$ cat src/sv/avsb_pkg.sv
`timescale 1ns / 1ps
// ----------------------------------------------------------------------------
// avsb_pkg
// Shared types and constants for the accelerometer averaging block.
// ----------------------------------------------------------------------------
package avsb_pkg;

  localparam int unsigned RAW_W   = 16;
  localparam int unsigned SUM_W   = 24;
  localparam int unsigned SCALE_W = 24;
  localparam int unsigned CNT_W   = 8;
  localparam int unsigned Q_W     = 32;
  localparam int unsigned PROD_W  = SUM_W + SCALE_W;
  // numerator after the fixed divide by 256
  localparam int unsigned NUM_W   = PROD_W - 8;
  localparam int unsigned STEP_W  = 6;
  localparam int unsigned CFG_IDX_W = 2;

  localparam logic [CNT_W-1:0]   MAX_SAMPLES = 8'd255;
  localparam logic [SCALE_W-1:0] SCALE_RESET = 24'd658103;
  localparam logic [STEP_W-1:0]  DIV_STEPS   = 6'd40;

  localparam logic signed [Q_W-1:0] Q_MAX = 32'sh7FFF_FFFF;
  localparam logic signed [Q_W-1:0] Q_MIN = 32'sh8000_0000;

  typedef enum logic [1:0] {
    MODE_ADD   = 2'd0,
    MODE_EVAL  = 2'd1,
    MODE_CAL   = 2'd2,
    MODE_CLEAR = 2'd3
  } mode_e;

  typedef enum logic [CFG_IDX_W-1:0] {
    REG_SCALE_X = 2'd0,
    REG_SCALE_Y = 2'd1,
    REG_SCALE_Z = 2'd2,
    REG_NONE    = 2'd3
  } reg_idx_e;

  typedef struct packed {
    logic add;
    logic clear;
    logic capture;
    logic load;
    logic step;
  } lane_ctrl_t;

  typedef struct packed {
    logic load;
    logic cal;
    logic empty;
    logic dropped;
  } merge_ctrl_t;

endpackage

$ cat src/sv/avsb_merge.sv
`timescale 1ns / 1ps
// ----------------------------------------------------------------------------
// avsb_merge
// Combines the x and y lane averages with bias, keeps the bias registers,
// holds the output word.
// ----------------------------------------------------------------------------
module avsb_merge (
  input  logic                              clk_i,
  input  logic                              rst_ni,
  input  avsb_pkg::merge_ctrl_t             ctrl_i,
  input  logic signed [avsb_pkg::Q_W-1:0]   avg_x_i,
  input  logic signed [avsb_pkg::Q_W-1:0]   avg_y_i,
  input  logic signed [avsb_pkg::Q_W-1:0]   avg_z_i,
  input  logic                              out_ready_i,
  output logic                              out_valid_o,
  output logic [3*avsb_pkg::Q_W-1:0]        out_data_o,
  output logic [1:0]                        out_user_o
);
  import avsb_pkg::*;

  logic signed [Q_W-1:0] bias_x_q, bias_y_q;
  logic signed [Q_W-1:0] sum_bx, sum_by, neg_x, neg_y;
  logic signed [Q_W-1:0] res_x, res_y, res_z;
  logic                  valid_q;
  logic [3*Q_W-1:0]      data_q;
  logic [1:0]            user_q;

  function automatic logic signed [Q_W-1:0] sat_add(
    input logic signed [Q_W-1:0] a,
    input logic signed [Q_W-1:0] b
  );
    logic signed [Q_W:0] s;
    s = {a[Q_W-1], a} + {b[Q_W-1], b};
    if (s[Q_W] != s[Q_W-1]) begin
      return s[Q_W] ? Q_MIN : Q_MAX;
    end
    return s[Q_W-1:0];
  endfunction

  assign sum_bx = sat_add(avg_x_i, bias_x_q);
  assign sum_by = sat_add(avg_y_i, bias_y_q);
  assign neg_x  = (avg_x_i == Q_MIN) ? Q_MAX : -avg_x_i;
  assign neg_y  = (avg_y_i == Q_MIN) ? Q_MAX : -avg_y_i;

  always_comb begin
    if (ctrl_i.empty) begin
      res_x = '0;
      res_y = '0;
      res_z = '0;
    end else if (ctrl_i.cal) begin
      res_x = avg_x_i;
      res_y = avg_y_i;
      res_z = avg_z_i;
    end else begin
      res_x = sum_bx;
      res_y = sum_by;
      res_z = avg_z_i;
    end
  end

  always_ff @(posedge clk_i or negedge rst_ni) begin
    if (!rst_ni) begin
      valid_q  <= 1'b0;
      bias_x_q <= '0;
      bias_y_q <= '0;
    end else begin
      if (ctrl_i.load) begin
        valid_q <= 1'b1;
      end else if (out_ready_i) begin
        valid_q <= 1'b0;
      end
      if (ctrl_i.load && ctrl_i.cal && !ctrl_i.empty) begin
        bias_x_q <= neg_x;
        bias_y_q <= neg_y;
      end
    end
  end

  always_ff @(posedge clk_i) begin
    if (ctrl_i.load) begin
      data_q <= {res_z, res_y, res_x};
      user_q <= {ctrl_i.dropped, ctrl_i.empty};
    end
  end

  assign out_valid_o = valid_q;
  assign out_data_o  = data_q;
  assign out_user_o  = user_q;

endmodule

$ cat config.mk
export PLATFORM = sky130hd
export DESIGN_NAME = avsb_merge
export DESIGN_NICKNAME = d
export VERILOG_FILES = /design/src/sv/avsb_pkg.sv /design/src/sv/avsb_merge.sv
export SDC_FILE = /design/constraint.sdc
export NUM_CORES = 1
export LEC_CHECK = 0
export BUFFER_PORTS_ARGS = -buffer_cell sky130_fd_sc_hd__clkbuf_2
export CORE_ASPECT_RATIO = 1.25
export CORE_MARGIN = 2
export CORE_UTILIZATION = 62
export DETAILED_ROUTE_END_ITERATION = 7
export GPL_TIMING_DRIVEN = 1
export PLACE_DENSITY_LB_ADDON = 0.1
export SLEW_MARGIN = 20
export SYNTH_ARGS = -nofsm -noshare
export SYNTH_HDL_FRONTEND = slang
export SYNTH_SLANG_ARGS = --single-unit
$ cat constraint.sdc
create_clock -name clk_i -period 4.9 [get_ports clk_i]
set_input_delay 0.245 -clock clk_i [delete_from_list [all_inputs] [get_ports clk_i]]
set_output_delay 0.245 -clock clk_i [all_outputs]
set_load 0.005 [all_outputs]
# Word level (Yosys, flattened, before mapping)

Index checks and enable logic that the tools add are counted.
W data, S select, Z words.

Flip-flop bits (word level): 163
Input bits: 103
Output and inout port bits: 99
Logic and storage cells: 31

Add/subtract/negate cells: 4
Eq/ne operators: 4
Mux-type cells: 14
Reductions and logical operators: 4

Operators with widths:

| operator               | count |
|---|---|
| $mux W32               | 10 |
| $add A32 B32 Y33       | 2 |
| $eq A32 B32 Y1 const B | 2 |
| $neg A32 Y32           | 2 |
| $mux W1                | 4 |
| $logic_and A1 B1 Y1    | 2 |
| $ne A1 B1 Y1           | 2 |
| $reduce_bool A2 Y1     | 1 |
| $logic_not A1 Y1       | 1 |

# Depth between registers and ports, before layout

Depth after elaboration: 5
Gate-level depth with buffers: 14
Mapped depth without buffers: 12

# Worst setup path before layout

No wires, ideal clock.

Kind: reg-to-reg
Start: reg bias_y_q[0]
End: reg data_q[61], in the netlist out_data_o[61] (data pin)
Setup time: 0.174 ns
Data arrival time: 3.195 ns
Required time: 4.726 ns
Path slack: 1.531 ns
Cell stages (with the launch flop): 15
Buffers on the path: 2
Clock period less this slack: 3.369 ns
Cells stage by stage: dfrtp_1 -> ha_1 -> inv_1 -> fa_1 -> nand2b_1 -> a21oi_1 -> o2111ai_1 -> a2111oi_1 -> o31ai_1 -> nor3_1 -> o41a_1 -> buf_2 -> buf_4 -> o21ai_0 -> a311oi_1

Longest elaborated chain between the ends: 5
Elaborated cells between the ends (all ways): 7
Those cells by class: add/sub (1); eq/ne (1); mux (5)

RTL lines:

| item                                            | RTL line                           | source |
|---|---|---|
| from (decl)                                     | avsb_merge.sv:21                   | `logic signed [Q_W-1:0] bias_x_q, bias_y_q;` |
| from (signal assigned)                          | avsb_merge.sv:74                   | `bias_y_q <= neg_y;` |
| $add A32 B32 Y33 *                              | avsb_merge.sv:33                   | `s = {a[Q_W-1], a} + {b[Q_W-1], b};` |
| $mux W32 / $ne A1 B1 Y1 (equally long branches) | avsb_merge.sv:35, avsb_merge.sv:34 |  |
| $mux W32 / $mux W1 (equally long branches)      | avsb_merge.sv:34                   | `if (s[Q_W] != s[Q_W-1]) begin` |
| $mux W32 *                                      | avsb_merge.sv:37                   | `return s[Q_W-1:0];` |
| $mux W32 *                                      | avsb_merge.sv:50                   | `end else if (ctrl_i.cal) begin` |
| to (signal assigned)                            | avsb_merge.sv:81                   | `data_q <= {res_z, res_y, res_x};` |
| to (decl)                                       | avsb_merge.sv:25                   | `logic [3*Q_W-1:0] data_q;` |

Mark *: on every way between the ends. The rest lies on a longest branch, timed or not. The select of a mux whose other input is x is not followed.
A chain may end at the register's enable or synchronous reset.

# Final worst setup path

Start: reg bias_y_q[0]
End: reg data_q[48], in the netlist out_data_o[48] (data pin)

The elaborated chain is that of the path after synthesis.

==> flow_summary.yaml <==
status:
  status: "finished, final reports clean"
synth:
  synth-seq-area-share_pct: 39.4
  synth_ff_type: "edfxtp_1"
  netlist_instances: 1249
  synthMuxAreaShare_pct: 0.561
  yosysTopAreaCell: "edfxtp_1"
  synth_cell_types: 65
  synth_top_area_share_pct: 25.4
  synth_xor_area_share_pct: 7.26
  synth_warnings: 0
  async_flop_share_pct: 39.9
  syn_nets: 1420
  synthAdderAreaFrac_pct: 7.73
  synth.avg_cell_area_um2: 9.28
  synth_compound_area_share_pct: 26.7
  ys_seq_elements: 163
  synth_simple_gate_area_share_pct: 13.2
  synth_top_family_by_area: "compound AO/OA/AOI/OAI gates"
  synth_edf_count: 98
  synth_area_leaders: "edfxtp_1 25%, dfrtp_1 14%, ha_1 7.1%"
  syn_area_um2: 11600
clocking:
  htreeDepth: 4
  root_buffer: "clkbuf_16"
  post_cts_resized: 0
  postCtsHoldBufs: 1
  cts-buffers-inserted: 17
  clock-sinks: 163
  cts_buffer_depth: 2
  cts_tree: "built"
  postCtsSetupRepairBufs: 0
  clk_latency_ns: 0.44
  clkTransAtPathRegs_ns: 0.08
layout:
  instances_no_fill: 1659
  area_delta_synth_final_pct: 16.1
  drive_above_1_share_pct: 18.8
  fillCellCount: 1361
  nets: 1589
  diodes: 0
sta:
  period_share_pct: 83.6
  finalHoldViolCount: 0
  clock_skew_ns: 0.0114
  final.setup.worst_slack_ns: 0.806
  rsz0062_at_grt: "no"
  maxSlewHeadroom_pct: 35.4
  setup_viol: 0
  fin_crit_ns: 4.09
  tightestPinTransition_ns: 0.968
  final-max-slew-violation-count: 0
  fin_setup_tns_ns: 0
  timing.fmax_mhz: 244
floorplanning:
  io-pin-count: 202
  die_w_um: 126
  die_y_um: 157
  die_area_um2: 19800
  initial_core_util_pct: 63.5
  core-area_um2: 18200
  placementRows: 55
grt:
  grt_use_met3_pct: 5.13
  antenna_found_initial: 1
  gr-usage-met2_pct: 58.0
  track_usage_pct: 31.3
  grtUsageMet1_pct: 35.5
  overflow: 0
  grt_pass1_vias: 10359
  busiest_layer: "met2"
  grt_max_degree: 78
  grt_pass1_wl_um: 50000
setup_path:
  startpoint_type: "flip-flop"
  slowest_stage: "a2111oi_1"
  reg2reg_depth: 13
  crit_chain: "ha_1, inv_1, fa_1, nand2b_1, a21oi_1, o2111ai_1, a2111oi_1, o31ai_1, nor3_1, o41a_2, buf_12, a21oi_1, a221oi_1"
  rrSetupSlack_ns: 0.81
  cp_max_fo: 36
  critPathMaxStageDelay_ns: 0.75
  arrival_ns: 4.33
  critPathRequiredTime_ns: 5.14
  critical_path_class: "flip-flop to flip-flop"
  crit_top_cell: "a21oi_1"
  endpoint_kind: "flip-flop"
  reg2reg_from: "bias_y_q[0]"
  reg2reg_to: "out_data_o[48]"
drt:
  via_per_inst: 6.35
  firstDrtPassIters: 6
  route.detailed.drc: 0
  num_vias: 10528
  final_antenna_net_count: 0
  wl_per_cell_um: 18.8
  drt_iter0_markers: 756
  totalWireLength_um: 31100
run:
  maxCapViolCount: 0
pwr:
  p_per_area_nw_per_um2: 382
  power_leakage_nw: 5.66
  ir_drop_mv: 0.259
placed_design:
  port_buffers: 201
  dp_slack_ns: 0.796
  routabilityCongestion: 0.926
  dp_hpwl_um: 22200
  dp.cells: 1626
hold_path:
  hp-class: "input port to asynchronous set/reset pin"
## area by class of cell
class | instances | area, µm² | area share (%)
clock inverter | 15 | 201 | 1.50
tap | 228 | 285 | 2.12
multi-input combinational | 931 | 6460 | 48.1
inverter | 88 | 330 | 2.46
sequential | 163 | 4570 | 34.0
clock buffer | 17 | 425 | 3.16
timing repair buffer | 217 | 1170 | 8.73
## kinds of logic (layout without fill, tap and decap cells)
| group | after synthesis | count (layout) |
|---|---|---|
| compound gates | 461 | 461 |
| simple gates | 297 | 297 |
| mux | 6 | 6 |
| flops | 163 | 163 |
| buf+inv | 155 | 337 |
| fa+ha+maj | 71 | 71 |
| xor+xnor | 96 | 96 |
## report_power, final
group          internal [mW]  switching [mW]  leakage [nW]
sequential              1.66          0.0808          1.70
clock                  0.702           0.684         0.302
combinational          0.822            1.19          3.65
## synthesized netlist by cell type, types with 5 or more instances
cell,n
nand2_1,60
xor2_1,16
a211o_1,5
xnor2_1,80
o21ai_0,99
nand3_1,23
o22a_1,51
a311oi_1,5
nor2b_1,39
inv_1,88
nor2_1,68
a21o_1,39
a21oi_1,123
nand2b_1,12
or3_1,7
edfxtp_1,98
o31ai_1,12
a221oi_1,58
nor3_1,31
nand4_1,17
clkbuf_1,59
a211oi_1,8
o21a_1,7
a31oi_1,8
dfrtp_1,65
nor4_1,18
ha_1,66
o21bai_1,13
## flip-flops by register name (all words and copies together), names as in the netlist
signal / cells
out_data_o: 96
bias_x_q: 32
bias_y_q: 32
out_user_o: 2
out_valid_o: 1
## per-stage QoR
step	utilization [%]	hold slack, ns	power (mW)	area [µm²]
2_1_floorplan	-	-0.0506	3.16	11600
3_3_place_gp	70.3	0.424	3.68	12800
3_5_place_dp	70.3	0.425	3.74	12800
4_1_cts	73.7	0.0481	5.13	13400
5_1_grt	73.7	0.0519	5.44	13400
6_report	73.7	0.0526	5.14	13400
## layout by cell type (no fill, tap or decap), types with 15 or more instances in the layout
cell type	n
clkbuf_2	197
a21oi_1	123
o21ai_0	99
edfxtp_1	98
inv_1	88
xnor2_1	80
nor2_1	67
ha_1	66
dfrtp_1	65
nand2_1	60
a221oi_1	58
o22a_1	51
nor2b_1	39
a21o_1	39
nor3_1	31
nand3_1	23
nor4_1	18
nand4_1	17
clkbuf_16	17
xor2_1	16
buf_4	15
## critical path: cells and delay by family, from the launching register on
family / cells / cell delay [ns]
and+or+nand+nor: 2 / 0.44
DFF: 1 / 0.35
buffers and inverters: 2 / 0.31
AOI/OAI and AO/OA: 7 / 2.23
adders and majority gates: 2 / 0.55
## how the worst max path moves through the flow
stage	start	end	slack (ns)
after floorplan	bias_y_q[0]	out_data_o[61]	1.53
after global placement	avg_y_i[0]	out_data_o[37]	0.97
after detailed placement	avg_y_i[0]	out_data_o[48]	0.80
after CTS	bias_y_q[0]	out_data_o[48]	0.84
after global routing	bias_y_q[0]	out_data_o[41]	0.42
final	bias_y_q[0]	out_data_o[48]	0.81
## per-layer routing
metal / routed length [µm] / vias to the layer above / share of wire [%]
li1: - / 5038 / -
met1: 12000 / 5006 / 39
met2: 16400 / 402 / 53
met3: 1750 / 80 / 5.6
met4: 944 / 2 / 3.0
met5: 13 / - / 0.042
Power figures use the tool's default switching activity.
