<file path="src/sv/avsb_pkg.sv">
`timescale 1ns / 1ps
// ----------------------------------------------------------------------------
// avsb_pkg
// Shared types and constants for the accelerometer averaging block.
// ----------------------------------------------------------------------------
package avsb_pkg;

  localparam int unsigned RAW_W   = 16;
  localparam int unsigned SUM_W   = 24;
  localparam int unsigned SCALE_W = 24;
  localparam int unsigned CNT_W   = 8;
  localparam int unsigned Q_W     = 32;
  localparam int unsigned PROD_W  = SUM_W + SCALE_W;
  // numerator after the fixed divide by 256
  localparam int unsigned NUM_W   = PROD_W - 8;
  localparam int unsigned STEP_W  = 6;
  localparam int unsigned CFG_IDX_W = 2;

  localparam logic [CNT_W-1:0]   MAX_SAMPLES = 8'd255;
  localparam logic [SCALE_W-1:0] SCALE_RESET = 24'd658103;
  localparam logic [STEP_W-1:0]  DIV_STEPS   = 6'd40;

  localparam logic signed [Q_W-1:0] Q_MAX = 32'sh7FFF_FFFF;
  localparam logic signed [Q_W-1:0] Q_MIN = 32'sh8000_0000;

  typedef enum logic [1:0] {
    MODE_ADD   = 2'd0,
    MODE_EVAL  = 2'd1,
    MODE_CAL   = 2'd2,
    MODE_CLEAR = 2'd3
  } mode_e;

  typedef enum logic [CFG_IDX_W-1:0] {
    REG_SCALE_X = 2'd0,
    REG_SCALE_Y = 2'd1,
    REG_SCALE_Z = 2'd2,
    REG_NONE    = 2'd3
  } reg_idx_e;

  typedef struct packed {
    logic add;
    logic clear;
    logic capture;
    logic load;
    logic step;
  } lane_ctrl_t;

  typedef struct packed {
    logic load;
    logic cal;
    logic empty;
    logic dropped;
  } merge_ctrl_t;

endpackage

</file>
<file path="src/sv/avsb_lane.sv">
`timescale 1ns / 1ps
// ----------------------------------------------------------------------------
// avsb_lane
// One axis: saturating sum, scale multiply and bit-serial rounded divide.
// ----------------------------------------------------------------------------
module avsb_lane (
  input  logic                          clk_i,
  input  logic                          rst_ni,
  input  avsb_pkg::lane_ctrl_t          ctrl_i,
  input  logic signed [avsb_pkg::RAW_W-1:0]   raw_i,
  input  logic [avsb_pkg::SCALE_W-1:0]  scale_i,
  input  logic [avsb_pkg::CNT_W-1:0]    count_i,
  output logic signed [avsb_pkg::Q_W-1:0]     avg_o
);
  import avsb_pkg::*;

  logic signed [SUM_W-1:0] sum_q, sum_d;
  logic signed [SUM_W:0]   sum_wide;
  logic [SUM_W-1:0]        sum_mag;
  logic [PROD_W-1:0]       prod_q;
  logic                    neg_q;
  logic [PROD_W-1:0]       num_full;
  logic [NUM_W-1:0]        num_q;
  logic [CNT_W-1:0]        rem_q;
  logic [CNT_W:0]          rem_sh;
  logic [CNT_W:0]          rem_sub;
  logic                    q_bit;

  assign sum_wide = {sum_q[SUM_W-1], sum_q}
                  + {{(SUM_W+1-RAW_W){raw_i[RAW_W-1]}}, raw_i};

  always_comb begin
    if (sum_wide > (SUM_W+1)'({1'b0, {(SUM_W-1){1'b1}}}) &&
        !sum_wide[SUM_W]) begin
      sum_d = {1'b0, {(SUM_W-1){1'b1}}};
    end else if (sum_wide[SUM_W] && !sum_wide[SUM_W-1]) begin
      sum_d = {1'b1, {(SUM_W-1){1'b0}}};
    end else begin
      sum_d = sum_wide[SUM_W-1:0];
    end
  end

  // magnitude fits 24 bits since the sum is at most 2^23 in size
  assign sum_mag  = sum_q[SUM_W-1] ? SUM_W'(-sum_q) : SUM_W'(sum_q);
  // round half up before the fixed /256
  assign num_full = prod_q + PROD_W'({count_i, 7'd0});

  assign rem_sh  = {rem_q, num_q[NUM_W-1]};
  assign rem_sub = rem_sh - {1'b0, count_i};
  assign q_bit   = (rem_sh >= {1'b0, count_i});

  always_ff @(posedge clk_i or negedge rst_ni) begin
    if (!rst_ni) begin
      sum_q <= '0;
    end else if (ctrl_i.clear || ctrl_i.capture) begin
      sum_q <= '0;
    end else if (ctrl_i.add) begin
      sum_q <= sum_d;
    end
  end

  always_ff @(posedge clk_i) begin
    if (ctrl_i.capture) begin
      prod_q <= PROD_W'(sum_mag) * PROD_W'(scale_i);
      neg_q  <= sum_q[SUM_W-1];
    end
    if (ctrl_i.load) begin
      num_q <= num_full[PROD_W-1:8];
      rem_q <= '0;
    end else if (ctrl_i.step) begin
      num_q <= {num_q[NUM_W-2:0], q_bit};
      rem_q <= q_bit ? rem_sub[CNT_W-1:0] : rem_sh[CNT_W-1:0];
    end
  end

  // saturate the signed quotient to the 32-bit range
  always_comb begin
    if (neg_q) begin
      if ((|num_q[NUM_W-1:Q_W]) || (num_q[Q_W-1] && (|num_q[Q_W-2:0]))) begin
        avg_o = Q_MIN;
      end else begin
        avg_o = -$signed(num_q[Q_W-1:0]);
      end
    end else begin
      if (|num_q[NUM_W-1:Q_W-1]) begin
        avg_o = Q_MAX;
      end else begin
        avg_o = $signed({1'b0, num_q[Q_W-2:0]});
      end
    end
  end

endmodule

</file>
<file path="config.mk">
export PLATFORM = sky130hd
export DESIGN_NAME = avsb_lane
export DESIGN_NICKNAME = d
export VERILOG_FILES = /design/src/sv/avsb_pkg.sv /design/src/sv/avsb_lane.sv
export SDC_FILE = /design/constraint.sdc
export NUM_CORES = 2
export LEC_CHECK = 0
export ABC_AREA = 1
export BUFFER_PORTS_ARGS = -buffer_cell sky130_fd_sc_hd__buf_4
export CORE_MARGIN = 5
export CORE_UTILIZATION = 50
export CTS_CLUSTER_SIZE = 30
export DETAILED_ROUTE_END_ITERATION = 10
export PLACE_DENSITY = 0.69
export SLEW_MARGIN = 40
export SYNTH_ARGS = -nofsm -noshare
export SYNTH_HDL_FRONTEND = slang
export SYNTH_SLANG_ARGS = --single-unit
</file>
<file path="constraint.sdc">
create_clock -name clk_i -period 9.1 [get_ports clk_i]
set_clock_uncertainty 0.15 [all_clocks]
set_input_delay 1.82 -clock clk_i [delete_from_list [all_inputs] [get_ports clk_i]]
set_output_delay 1.82 -clock clk_i [all_outputs]
set_load 0.05 [all_outputs]
</file>
# After elaboration in Yosys (flattened, before gate mapping)
# Cells that the tools add are included.
# word_totals
register_bits	121
out_inout_bits	32
inputBits	55
# op_classes
n_reduce_logical	12
mux	11
multipliers	1
order_cmp	2
add_sub_neg	5
# ops
op	n
$mux W24	5
$mux W40	2
$mux W32	2
$add A48 B15 Y48	1
$mul A24 B24 Y48	1
$neg A32 Y32	1
$mux W31	1
$reduce_or A31 Y1	1
$add A24 B16 Y25	1
$gt A25 B23 Y1 const B	1
$neg A24 Y24	1
$ge A9 B8 Y1	1
$reduce_or A9 Y1	1
$mux W8	1
$reduce_or A8 Y1	1
$sub A8 B8 Y8	1
$reduce_bool A2 Y1	2
$logic_and A1 B1 Y1	3
$logic_not A1 Y1	2
$logic_or A1 B1 Y1	2

# Logic depth before layout (Yosys ltp)
# logic_depth
depth_word	7
mapped_depth	41
mapped_depth_nobuf	38

# Least setup slack after synthesis
# No wires, ideal clock.
# synth_timing
kind	input to register
startpoint	input port scale_i[9] in the netlist's numbering
endpoint	register prod_q[34] (data pin)
t_arrival_ns	7.669
setup_time_ns	0.252
stages	25
t_required_ns	8.698
path_slack_ns	1.028
cell_sequence	clkbuf_1 clkinv_1 buf_1 nor2_1 fa_1 inv_1 fa_1 inv_1 fa_1 fa_1 fa_1 fa_1 inv_1 fa_1 inv_1 ha_1 a21o_1 a21boi_0 o21ai_0 o21bai_1 nand2b_1 nand2_1 nand2_1 nand2_1 nand2_1
# synth_via
elab_chain_len	1
# synth_rtl
item	line	text
from (decl)	avsb_lane.sv:11	input logic [avsb_pkg::SCALE_W-1:0] scale_i,
$mul A24 B24 Y48	avsb_lane.sv:64	prod_q <= PROD_W'(sum_mag) * PROD_W'(scale_i);
to (signal assigned)	avsb_lane.sv:64	
to (decl)	avsb_lane.sv:20	logic [PROD_W-1:0] prod_q;
# Every way passes these cells.
# A chain may end at the register's enable or synchronous reset.

# Worst setup path in the final report
# layout_timing
startpoint	input port scale_i[5] in the netlist's numbering
endpoint	register prod_q[35] (data pin)
# Same word-level chain as after synthesis.

==> flow_metrics.py <==
metrics = {
    "routing": {
        "vias": 24640,
        "drt_iter0_drc": 2242,
        "wl_per_cell_um": 18.83,
        "drc": 0,
        "drt-total-wl_um": 85690,
        "vias_per_cell": 5.414,
        "postRouteAntennaNets": 0,
        "first_pass_iters": 6,
    },
    "status": {
        "status": "finished, final reports clean",
    },
    "power": {
        "power.switching_mw": 4.984,
        "vdd_drop_max_v": 0.0003288,
        "p_leak_nw": 15.94,
        "p_sw_frac": 0.5633,
        "comb_power_share": 0.781,
        "power.density_nw_per_um2": 289.3,
        "totalPowerFinal_mw": 8.848,
        "pwr-share-clk": 0.087,
        "intPower_mw": 3.864,
        "power.share.sequential": 0.132,
    },
    "synth": {
        "ys_seq_area_frac": 0.1129,
        "syn_inst": 3745,
        "syn-num-nets": 4495,
        "syn_area_um2": 28540,
        "synth-edff-count": 82,
        "synth_cell_type_count": 58,
        "ys_seq_elements": 114,
        "async_flop_share": 0.2105,
        "yosysWarningCount": 0,
        "syn_area_per_cell_um2": 7.620,
        "ys.flop_type": "edfxtp_1",
    },
    "min_path": {
        "min_to": "rem_q[6]",
        "hold_path_class": "register to register",
        "min_from": "rem_q[6]",
        "holdPathStages": 2,
    },
    "floorplan": {
        "die_w_um": 248.9,
        "dieArea_um2": 61960,
        "rows": 87,
        "start_util": 0.5051,
        "dieHeight_um": 248.9,
        "coreArea_um2": 56500,
        "io_pins": 87,
    },
    "sta": {
        "slew_headroom": 0.4467,
        "setup_viol": 0,
        "drv_slew": 0,
        "totalNegativeSetupSlack_ns": 0,
        "tightest_slew_ns": 0.8291,
        "hold_viol_final": 0,
        "fmax_mhz": 118.0,
        "period_needed_ns": 8.478,
        "timing.final.crit_share": 0.9317,
        "rsz0062_at_grt": "no",
    },
    "global_route": {
        "met2_usage": 0.4560,
        "track_usage": 0.2745,
        "top_usage_layer": "met2",
        "antenna_found_initial": 1,
        "grt_max_degree": 56,
        "grt_first_pass_wirelength_um": 135500,
        "met3_usage": 0.03508,
        "grt_use_met1": 0.3789,
        "grt_pass1_vias": 24680,
        "gr-total-overflow": 0,
    },
    "clock_network": {
        "clk_pin_slew_worst_paths_ns": 0.06,
        "cts.sinks": 114,
        "cts_resized": 0,
        "cts_tree": "built",
        "postCtsHoldBufs": 0,
        "clock_latency_ns": 0.43,
        "ctsRootBufferMaster": "clkbuf_16",
        "cts_setup_buffers": 0,
        "htree_levels": 4,
        "cts_buffers": 17,
        "clock_path_buffers": 2,
    },
    "critical_path": {
        "r2r_cells": 33,
        "cp_slowest_cell": "fa_1",
        "path_delay_family": "adder cells",
        "cp-end-kind": "register",
        "cp_max_fo": 17,
        "crit_buf_inv": 7,
        "cpPeakStageDelay_ns": 0.58,
        "crit_path_cell_trace": "buf_4 -> clkinv_1 -> nor2_1 -> fa_1 -> inv_1 -> fa_1 -> fa_1 -> fa_1 -> inv_1 -> fa_1 -> fa_1 -> inv_1 -> fa_1 -> inv_1 -> ha_1 -> nand2_1 -> nor2_1 -> inv_1 -> nor4_1 -> nand2_1 -> nand3_1 -> nand2_1 -> nand3_1 -> nand2_1",
        "timing.critical_path.mode_cell": "fa_1",
        "cp.required_ns": 9.11,
        "r2r_setup_slack_ns": 0.64,
        "critPathKind": "input port to register",
        "cp.arrival_ns": 8.49,
        "critPathLaunchType": "input port",
        "worstReg2RegStart": "sum_q[1]",
        "r2r_end": "prod_q[35]",
    },
    "final_layout": {
        "fill_cells": 5399,
        "synthToLayoutAreaGrowth_pct": 7.173,
        "finalNetCount": 4531,
        "drive_gt1_frac": 0.06354,
    },
    "flow_run": {
        "cap_violations": 0,
    },
    "placed_design": {
        "dpl.hpwl_um": 72560,
        "place.port_buffers": 86,
        "gp_congestion": 0.9628,
    },
}
-- worst min-delay path, delay by kind of cell (launching register included) --
family	cells	cell delay, ns
flip-flops	1	0.33
AND/OR/NAND/NOR	2	0.11
-- cells in the final DEF, fill, tap and decap left out, types with 82 or more instances in the layout --
cell type / count
a21oi_1: 103
buf_4: 130
edfxtp_1: 82
fa_1: 484
ha_1: 211
inv_1: 811
nand2_1: 716
nand3_1: 157
nor2_1: 520
o21ai_0: 137
xor2_1: 85
-- Yosys cell counts (all sizes together), types with 2 or more instances --
| cell type | n | area (um^2) |
|---|---|---|
| nand3b | 9 | 67.56 |
| xor2 | 86 | 760.7 |
| ha | 211 | 2640 |
| a211oi | 3 | 22.52 |
| fa | 484 | 9689 |
| clkbuf | 66 | 247.7 |
| o21a | 5 | 37.54 |
| inv | 834 | 3133 |
| nand3 | 164 | 858.3 |
| o22ai | 6 | 37.54 |
| a31oi | 6 | 37.54 |
| o21bai | 11 | 86.33 |
| a21o | 12 | 90.09 |
| dfxtp | 8 | 160.2 |
| nand4 | 32 | 206.5 |
| a21boi | 5 | 37.54 |
| clkinv | 5 | 18.77 |
| nor4 | 9 | 62.56 |
| a21oi | 103 | 515.5 |
| and3 | 2 | 12.51 |
| nand2 | 731 | 2804 |
| dfrtp | 24 | 600.6 |
| buf | 47 | 299.0 |
| edfxtp | 82 | 2462 |
| nor3 | 48 | 272.8 |
| o21ai | 170 | 880.8 |
| o211ai | 7 | 52.55 |
| nor2 | 536 | 2112 |
| xnor2 | 26 | 227.7 |
| or2 | 9 | 58.82 |
-- kinds of logic after synthesis --
logic type | Yosys count | share of synthesized area
xor gates and xnor gates | 112 | 0.03464
and+or+nand+nor | 1541 | 0.2264
adders and majority gates | 695 | 0.4320
AOI/OAI and AO/OA | 331 | 0.06441
buffers and inverters | 952 | 0.1296
DFF | 114 | 0.1129
-- power groups by stage --
stage | sequential, mW | combinational [mW] | clock, mW
3_5_place_dp | 1.17 | 6.87 | 0
4_1_cts | 1.16 | 6.92 | 0.773
6_report | 1.17 | 6.91 | 0.769
3_3_place_gp | 1.17 | 6.85 | 0
5_1_grt | 1.18 | 7.79 | 0.802
2_1_floorplan | 1.06 | 4.90 | 0
-- layout make-up --
class,count,area (um^2),area share
tap,756,945.9,0.03093
sequential,114,3223,0.1054
inverter,839,3152,0.1030
multi-input combinational,2679,21620,0.7070
clock buffer,18,429.2,0.01403
timing repair buffer,130,975.9,0.03191
clock inverter,13,232.7,0.007609
antenna,1,2.502,0.00008182
-- state kept, by name (all words and copies together), names as in the netlist --
signal	count
neg_q	1
num_q	40
prod_q	41
rem_q	8
sum_q	24
-- routing by layer --
| layer | vias to the layer above | share of wire |
|---|---|---|
| met5 | - | 0 |
| met4 | 0 | 0.035 |
| met3 | 183 | 0.075 |
| met2 | 958 | 0.48 |
| met1 | 12100 | 0.42 |
| li1 | 11390 | - |
-- stage by stage --
stage / area (um^2) / worst slack [ns] / utilization / cells / hold slack, ns
5_1_grt: 30580 / 0.2961 / 0.5413 / 4549 / 0.3660
3_5_place_dp: 29910 / 0.2894 / 0.5295 / 4518 / 0.3271
6_report: 30590 / 0.6219 / 0.5414 / 4550 / 0.3319
4_1_cts: 30580 / 0.6806 / 0.5412 / 4549 / 0.3366
2_1_floorplan: 28540 / 1.028 / - / 3745 / 0.2984
3_3_place_gp: 29910 / 0.2755 / 0.5295 / 4518 / 0.3244
-- how the worst max path moves through the flow --
stage	start	end	slack [ns]	cells past startpoint
3_3_place_gp	scale_i[12]	prod_q[35]	0.28	24
5_1_grt	sum_q[1]	prod_q[35]	0.30	33
6_report	scale_i[5]	prod_q[35]	0.62	24
3_5_place_dp	scale_i[12]	prod_q[35]	0.29	24
4_1_cts	sum_q[1]	prod_q[35]	0.68	33
2_1_floorplan	scale_i[9]	prod_q[34]	1.03	25
No activity file was read; power rests on OpenSTA's default activity.
